--- src/sv/sqli_pkg.sv ---
// ----------------------------------------------------------------------------
// sqli_pkg
// Types and constants shared by the sorted query linear interpolator modules.
// ----------------------------------------------------------------------------
package sqli_pkg;

  localparam int DATA_W    = 32;
  localparam int DIV_STEPS = 33;
  localparam int DIV_CNT_W = 6;

  typedef enum logic [1:0] {
    CMD_CLEAR  = 2'd0,
    CMD_APPEND = 2'd1,
    CMD_QUERY  = 2'd2
  } cmd_t;

  typedef enum logic [2:0] {
    STATUS_INTERP = 3'd0,
    STATUS_LOW    = 3'd1,
    STATUS_HIGH   = 3'd2,
    STATUS_DEGEN  = 3'd3,
    STATUS_EMPTY  = 3'd4
  } status_t;

  typedef enum logic [3:0] {
    ST_IDLE,
    ST_SEARCH_RD,
    ST_SEARCH_CMP,
    ST_FETCH_HI,
    ST_FETCH_LO,
    ST_LATCH_LO,
    ST_CHECK,
    ST_MULT,
    ST_ROUND,
    ST_DIVIDE,
    ST_DONE
  } state_t;

  typedef struct packed {
    logic clear;
    logic append;
    logic query_start;
    logic j_inc;
    logic rd_lo;
    logic latch_hi;
    logic latch_lo;
    logic setup;
    logic mult;
    logic round_init;
    logic div_step;
    logic load_out;
  } dp_cmd_t;

  typedef struct packed {
    logic count_zero;
    logic j_end;
    logic j_zero;
    logic x_below;
    logic degenerate;
    logic div_done;
    logic out_free;
  } dp_stat_t;

endpackage

--- src/sv/sqli_ctrl.sv ---
// ----------------------------------------------------------------------------
// sqli_ctrl
// Sequencer for clear, append and query items: breakpoint search, segment
// fetch, multiply, divide and result hand-off.
// ----------------------------------------------------------------------------
module sqli_ctrl
  import sqli_pkg::*;
(
  input  logic       clk,
  input  logic       rst,
  input  logic       s_tvalid,
  output logic       s_tready,
  input  logic [1:0] command,
  input  dp_stat_t   stat,
  output dp_cmd_t    cmd
);

  state_t state;
  state_t state_next;
  logic   take;

  assign take = s_tvalid && (state == ST_IDLE);

  always_ff @(posedge clk) begin
    if (rst) begin
      state <= ST_IDLE;
    end else begin
      state <= state_next;
    end
  end

  always_comb begin
    state_next = state;
    unique case (state)
      ST_IDLE: begin
        if (take && cmd_t'(command) == CMD_QUERY) begin
          state_next = stat.count_zero ? ST_DONE : ST_SEARCH_RD;
        end
      end
      ST_SEARCH_RD: begin
        state_next = stat.j_end ? ST_FETCH_HI : ST_SEARCH_CMP;
      end
      ST_SEARCH_CMP: begin
        state_next = stat.x_below ? ST_SEARCH_RD : ST_FETCH_HI;
      end
      ST_FETCH_HI: state_next = ST_FETCH_LO;
      ST_FETCH_LO: state_next = ST_LATCH_LO;
      ST_LATCH_LO: state_next = ST_CHECK;
      ST_CHECK: begin
        if (stat.j_zero || stat.j_end || stat.degenerate) begin
          state_next = ST_DONE;
        end else begin
          state_next = ST_MULT;
        end
      end
      ST_MULT:  state_next = ST_ROUND;
      ST_ROUND: state_next = ST_DIVIDE;
      ST_DIVIDE: begin
        if (stat.div_done) begin
          state_next = ST_DONE;
        end
      end
      ST_DONE: begin
        if (stat.out_free) begin
          state_next = ST_IDLE;
        end
      end
      default: state_next = ST_IDLE;
    endcase
  end

  always_comb begin
    cmd      = '0;
    s_tready = 1'b0;
    unique case (state)
      ST_IDLE: begin
        s_tready = 1'b1;
        if (take) begin
          case (command)
            CMD_CLEAR:  cmd.clear       = 1'b1;
            CMD_APPEND: cmd.append      = 1'b1;
            CMD_QUERY:  cmd.query_start = 1'b1;
            default:    ;
          endcase
        end
      end
      ST_SEARCH_RD:  ;
      ST_SEARCH_CMP: cmd.j_inc = stat.x_below;
      ST_FETCH_HI:   ;
      ST_FETCH_LO: begin
        cmd.rd_lo    = 1'b1;
        cmd.latch_hi = 1'b1;
      end
      ST_LATCH_LO: cmd.latch_lo   = 1'b1;
      ST_CHECK:    cmd.setup      = 1'b1;
      ST_MULT:     cmd.mult       = 1'b1;
      ST_ROUND:    cmd.round_init = 1'b1;
      ST_DIVIDE:   cmd.div_step   = 1'b1;
      ST_DONE:     cmd.load_out   = stat.out_free;
      default:     ;
    endcase
  end

endmodule

--- config.mk ---
export PLATFORM = sky130hd
export DESIGN_NAME = sqli_ctrl
export DESIGN_NICKNAME = d
export VERILOG_FILES = /design/src/sv/sqli_pkg.sv /design/src/sv/sqli_ctrl.sv
export SDC_FILE = /design/constraint.sdc
export NUM_CORES = 1
export LEC_CHECK = 0
export ABC_AREA = 1
export BUFFER_PORTS_ARGS = -buffer_cell sky130_fd_sc_hd__buf_2
export CAP_MARGIN = 20
export CORE_AREA = 2 2 39 41
export DETAILED_ROUTE_END_ITERATION = 8
export DIE_AREA = 0 0 41 43
export GPL_ROUTABILITY_DRIVEN = 1
export SYNTH_ARGS = -nofsm -noshare
export SYNTH_HDL_FRONTEND = slang
export SYNTH_SLANG_ARGS = --single-unit
--- constraint.sdc ---
create_clock -name clk -period 1 [get_ports clk]
set_input_delay 0.2 -clock clk [delete_from_list [all_inputs] [get_ports clk]]
set_output_delay 0.2 -clock clk [all_outputs]
set_load 0.05 [all_outputs]
; ---- Word level (Yosys, flattened, before mapping)
; Cells that the tools add are included.
[op_classes]
n_reduce_logical = 7
n_eq_ne = 15
mux = 22
[ops]
columns = op, n
row1 = $pmux 4 s11, 1
row2 = $mux 4, 5
row3 = $eq 4x3->1 const B, 4
row4 = $eq 4x4->1 const B, 3
row5 = $mux 1, 12
row6 = $eq 4x2->1 const B, 2
row7 = $mux 3, 2
row8 = $eq 4x1->1 const B, 1
row9 = $logic_not 4->1, 1
row10 = $mux 2, 2
row11 = $ne 2x2->1 const B, 2
row12 = $reduce_and 3->1, 1
row13 = $eq 2x1->1 const B, 1
row14 = $eq 2x2->1 const B, 1
row15 = $logic_and 1x1->1, 2
row16 = $logic_not 2->1, 1
row17 = $logic_or 1x1->1, 2
row18 = $ne 2x1->1 const B, 1
[word_totals]
wordCells = 45
register_bits = 4
out_inout_bits = 13
input_bits = 12

; ---- Depth between registers and ports, before layout
[depth]
word_depth = 5
ltp_mapped = 8
ltp_nobuf = 8

; ---- Worst setup path after synthesis
; Ideal clock, no wire load.
[synth_path]
path_type = register to output
start = register state[1]
end = output cmd[10] (netlist bit)
n_path_buf = 0
stages_incl_launch_ff = 6
required_ps = 800
arrival_time_ps = 2297
path_slack_ps = -1497
path_cell_list = dfxtp_1 -> nor2_1 -> nand2_1 -> inv_1 -> nand2_1 -> nor3b_1
[synth_lines]
columns = item, line
row1 = from (decl), sqli_ctrl.sv:18  ; state_t state;
row2 = from (signal assigned), sqli_ctrl.sv:28  ; state <= state_next;
row3 = to (decl), sqli_ctrl.sv:15  ; output dp_cmd_t cmd

==> summary.md <==
| Metric | Value |
|---|---|
| WS Path Type | `register to output port` |
| Sw frac | `0.497` |
| Worst Path Required | `0.80 ns` |
| Max reg flops | `4` |
| Number of vias per cell | `4.90` |
| Simple-gate area share of the yosys netlist | `0.561` |
| Fin nets | `138` |
| Worst path slowest cell | `dfxtp_4` |
| Buf/Inv on CP | `2` |
| Compound-Gate Fraction of Synth Area | `0.0951` |
| Layout cells sized above 1 | `0.792` |
| # DRC | `0` |
| Status | `complete, but fails checks` |
| Final Util | `0.809` |
| Min-delay src | `rst` |
| Num CTS Buffers | `3` |
| CP top delay family | `simple AND/OR/NAND/NOR gates` |
| LEAKAGE | `0.480 nW` |
| Failing checks | `setup timing` |
| Tcrit/Tclk final | `1.53` |
| CP arrival | `1.33 ns` |
| Share of synthesized flip-flops with an asynchronous set or reset | `0` |
| CTS HTree Levels | `1` |
| DRT iter0 DRCs | `9` |
| Largest family of logic cells by synthesized area | `simple AND/OR/NAND/NOR gates` |
| Critical-path maximum fanout | `4` |
| Initial antenna violation count | `0` |
| Crit. End Element | `output port` |
| Final WS setup | `-0.527 ns` |
| Hold EP | `state[0]` |
| DP Cell Count | `129` |
| WL/cell | `14.1 µm` |
| Final hold violation count | `0` |
| Post-DP HPWL | `1.17 mm` |
| EDFF count, synth | `0` |
| Post-cts hold buffer count | `0` |
| Synth Area in Adders | `0` |
| Hold Path Cell Cnt | `2` |
| Vias in the first global route | `615` |
| CTS tree | `done` |
| GR Overflow Total | `0` |
| Worst relative slew slack | `0.839` |
| Worst vdd ir | `1.15 mV` |
| Overall power | `0.00181 W` |
| Sequential fraction of the synthesis area | `0.196` |
| Non-Filler Instances | `141` |
| Total wire length | `1.99 mm` |
| Unrepaired setup endpoints after global routing | `yes` |
| Most frequent cells in the layout | `buf_4, buf_6, buf_2, nor2_4, nand2_2` |
| Worst stage delay on the critical path | `0.37 ns` |
| Mux contribution to synthesized area | `0` |
| Combinational power share | `0.745` |
| Yosys warning count | `0` |
| Startpoint Class | `register` |
| Tot GR Track Use | `0.231` |
| Syn Nets | `86` |
| Setup-failing EPs final | `17` |
| Regs by FF count | `state (4)` |
| Starting Density | `0.295` |
| Die height | `43 µm` |
| Crit-path cells | `nor2_4 > nand2_2 > clkinvlp_4 > nand2_4 > nor3b_4 > buf_6` |
| IO Pins | `25` |
| Synth unique cells | `18` |
| Die width | `41 µm` |
| # rows | `14` |
| Via count | `691` |
| P_int | `0.000911 W` |
| HP Class | `input pin to register` |
| Reg clk slew, reported paths | `0.04 ns` |
| Maxcap violations | `0` |
| Max clock buf depth | `2` |
| Num Clock Sinks | `4` |
| Clock power share | `0.121` |
| Synth Register Bits | `4` |
| RePlAce Congestion | `0.816` |
| Detailed Routing Iterations Pass 1 | `4` |
| Flop pwr share | `0.134` |
| Worst R2R Start | `state[1]` |
| Min Tclk post-route | `1.53 ns` |
| Antenna fix cells | `0` |
| Cells after Synth | `74` |
| Pwr Density | `1620 mW/mm²` |
| Commonest non-fill, non-tap cell in the layout | `buf_4` |
| Slew Limit Fails | `0` |
| Clock skew | `0.00506 ns` |
| P_sw | `0.000900 W` |
| CTS root buf | `clkbuf_4` |
| Post-Syn Area per Cell | `5.51 µm²` |
| Max Freq | `655 MHz` |
| First-pass GRT wire length | `2.70 mm` |
| Worst Reg-to-Reg Cells | `10` |
| Flop-to-flop setup slack | `-0.35 ns` |
| Reg with most FFs | `state` |
| Worst flop-to-flop path endpoint | `state[0]` |
| Area grow syn2layout | `175%` |
| Xor/xnor share of the synthesized area | `0` |
| Layout fillers | `88` |
| Worst-skew pair later-pin latency | `0.24 ns` |
| IO Port Bufs | `24` |
| Routed Antenna Nets | `0` |
| Slew at the pin closest to its max-slew limit | `0.241 ns` |
| Dpl ws | `-0.356 ns` |
| Largest net degree at the start of global routing | `6` |
| Die ar. | `0.00176 mm²` |
| Post-synthesis instance area | `408 µm²` |
| Main synth FF type | `dfxtp_1` |
| Core box area | `0.00138 mm²` |
worst reg2reg max path: stages, from the launching register on:
cell and delay [ns]:
dfxtp_4 0.36, buf_12 0.13, clkinv_8 0.05, nor2_4 0.10, buf_6 0.14, nand2_4 0.06
nor2_4 0.09, nor2_1 0.07, nand2_1 0.09, nand2_1 0.07, a21oi_2 0.12
cells in the mapped netlist (2+ instances only):
cell,count,area (µm²)
nand2_1,16,60.1
inv_1,11,41.3
nor2_1,11,41.3
nand3_1,6,30.0
a21oi_1,5,25.0
nor2_2,5,31.3
dfxtp_1,4,80.1
inv_2,3,11.3
nor3_1,3,15.0
nand4_1,2,12.5
layout make-up:
class	instances	area, µm²	area share
clock buffers	4	26.3	0.0235
repair buffers	48	424	0.379
well taps	16	20.0	0.0179
inverters	14	82.6	0.0737
flip-flops and latches	4	90.1	0.0804
multi-input cells	55	477	0.426
logic make-up after synthesis:
group / count (synthesis)
flops: 4
simple gates: 48
compound gates: 7
buf+inv: 15
power by group through the flow:
stage	Combinational [W]	Clock, W	Sequential (W)
after floorplan	0.000597	0	0.000245
after global placement	0.000955	0	0.000227
after detailed placement	0.000964	0	0.000229
after CTS	0.00116	0.000228	0.000238
after global routing	0.00142	0.000252	0.000247
final	0.00135	0.000219	0.000243
metal layers:
metal	global-route usage	share of wire
met5	0	0
met4	0.100	0.024
met3	0.0314	0.045
met2	0.372	0.53
met1	0.291	0.40
what timing repair did:
| item | in CTS | in global routing |
|---|---|---|
| setup endpoints to repair | 17 | 17 |
| setup buffers | 3 | 6 |
| gates resized for setup | 49 | 17 |
| pin swaps | 11 | 11 |
worst max-delay path by stage:
stage	from	slack [ns]	cells after the start	to
4_1_cts	state[2]	-0.51	6	cmd[10]
2_1_floorplan	state[2]	-0.63	5	cmd[10]
6_report	state[3]	-0.53	6	cmd[10]
3_3_place_gp	state[1]	-0.34	6	cmd[10]
5_1_grt	state[2]	-0.59	6	cmd[10]
3_5_place_dp	state[1]	-0.36	6	cmd[10]
through the flow:
| stage | instance area [µm²] | hold slack [ns] | TNS [ns] |
|---|---|---|---|
| 2_1_floorplan | 543 | 0.255 | -4.19 |
| 3_3_place_gp | 801 | 0.401 | -3.68 |
| 3_5_place_dp | 801 | 0.405 | -3.93 |
| 5_1_grt | 1120 | 0.164 | -7.51 |
| 6_report | 1120 | 0.180 | -6.42 |
| 4_1_cts | 1020 | 0.163 | -6.02 |
No activity file was read; power rests on OpenSTA's default activity.
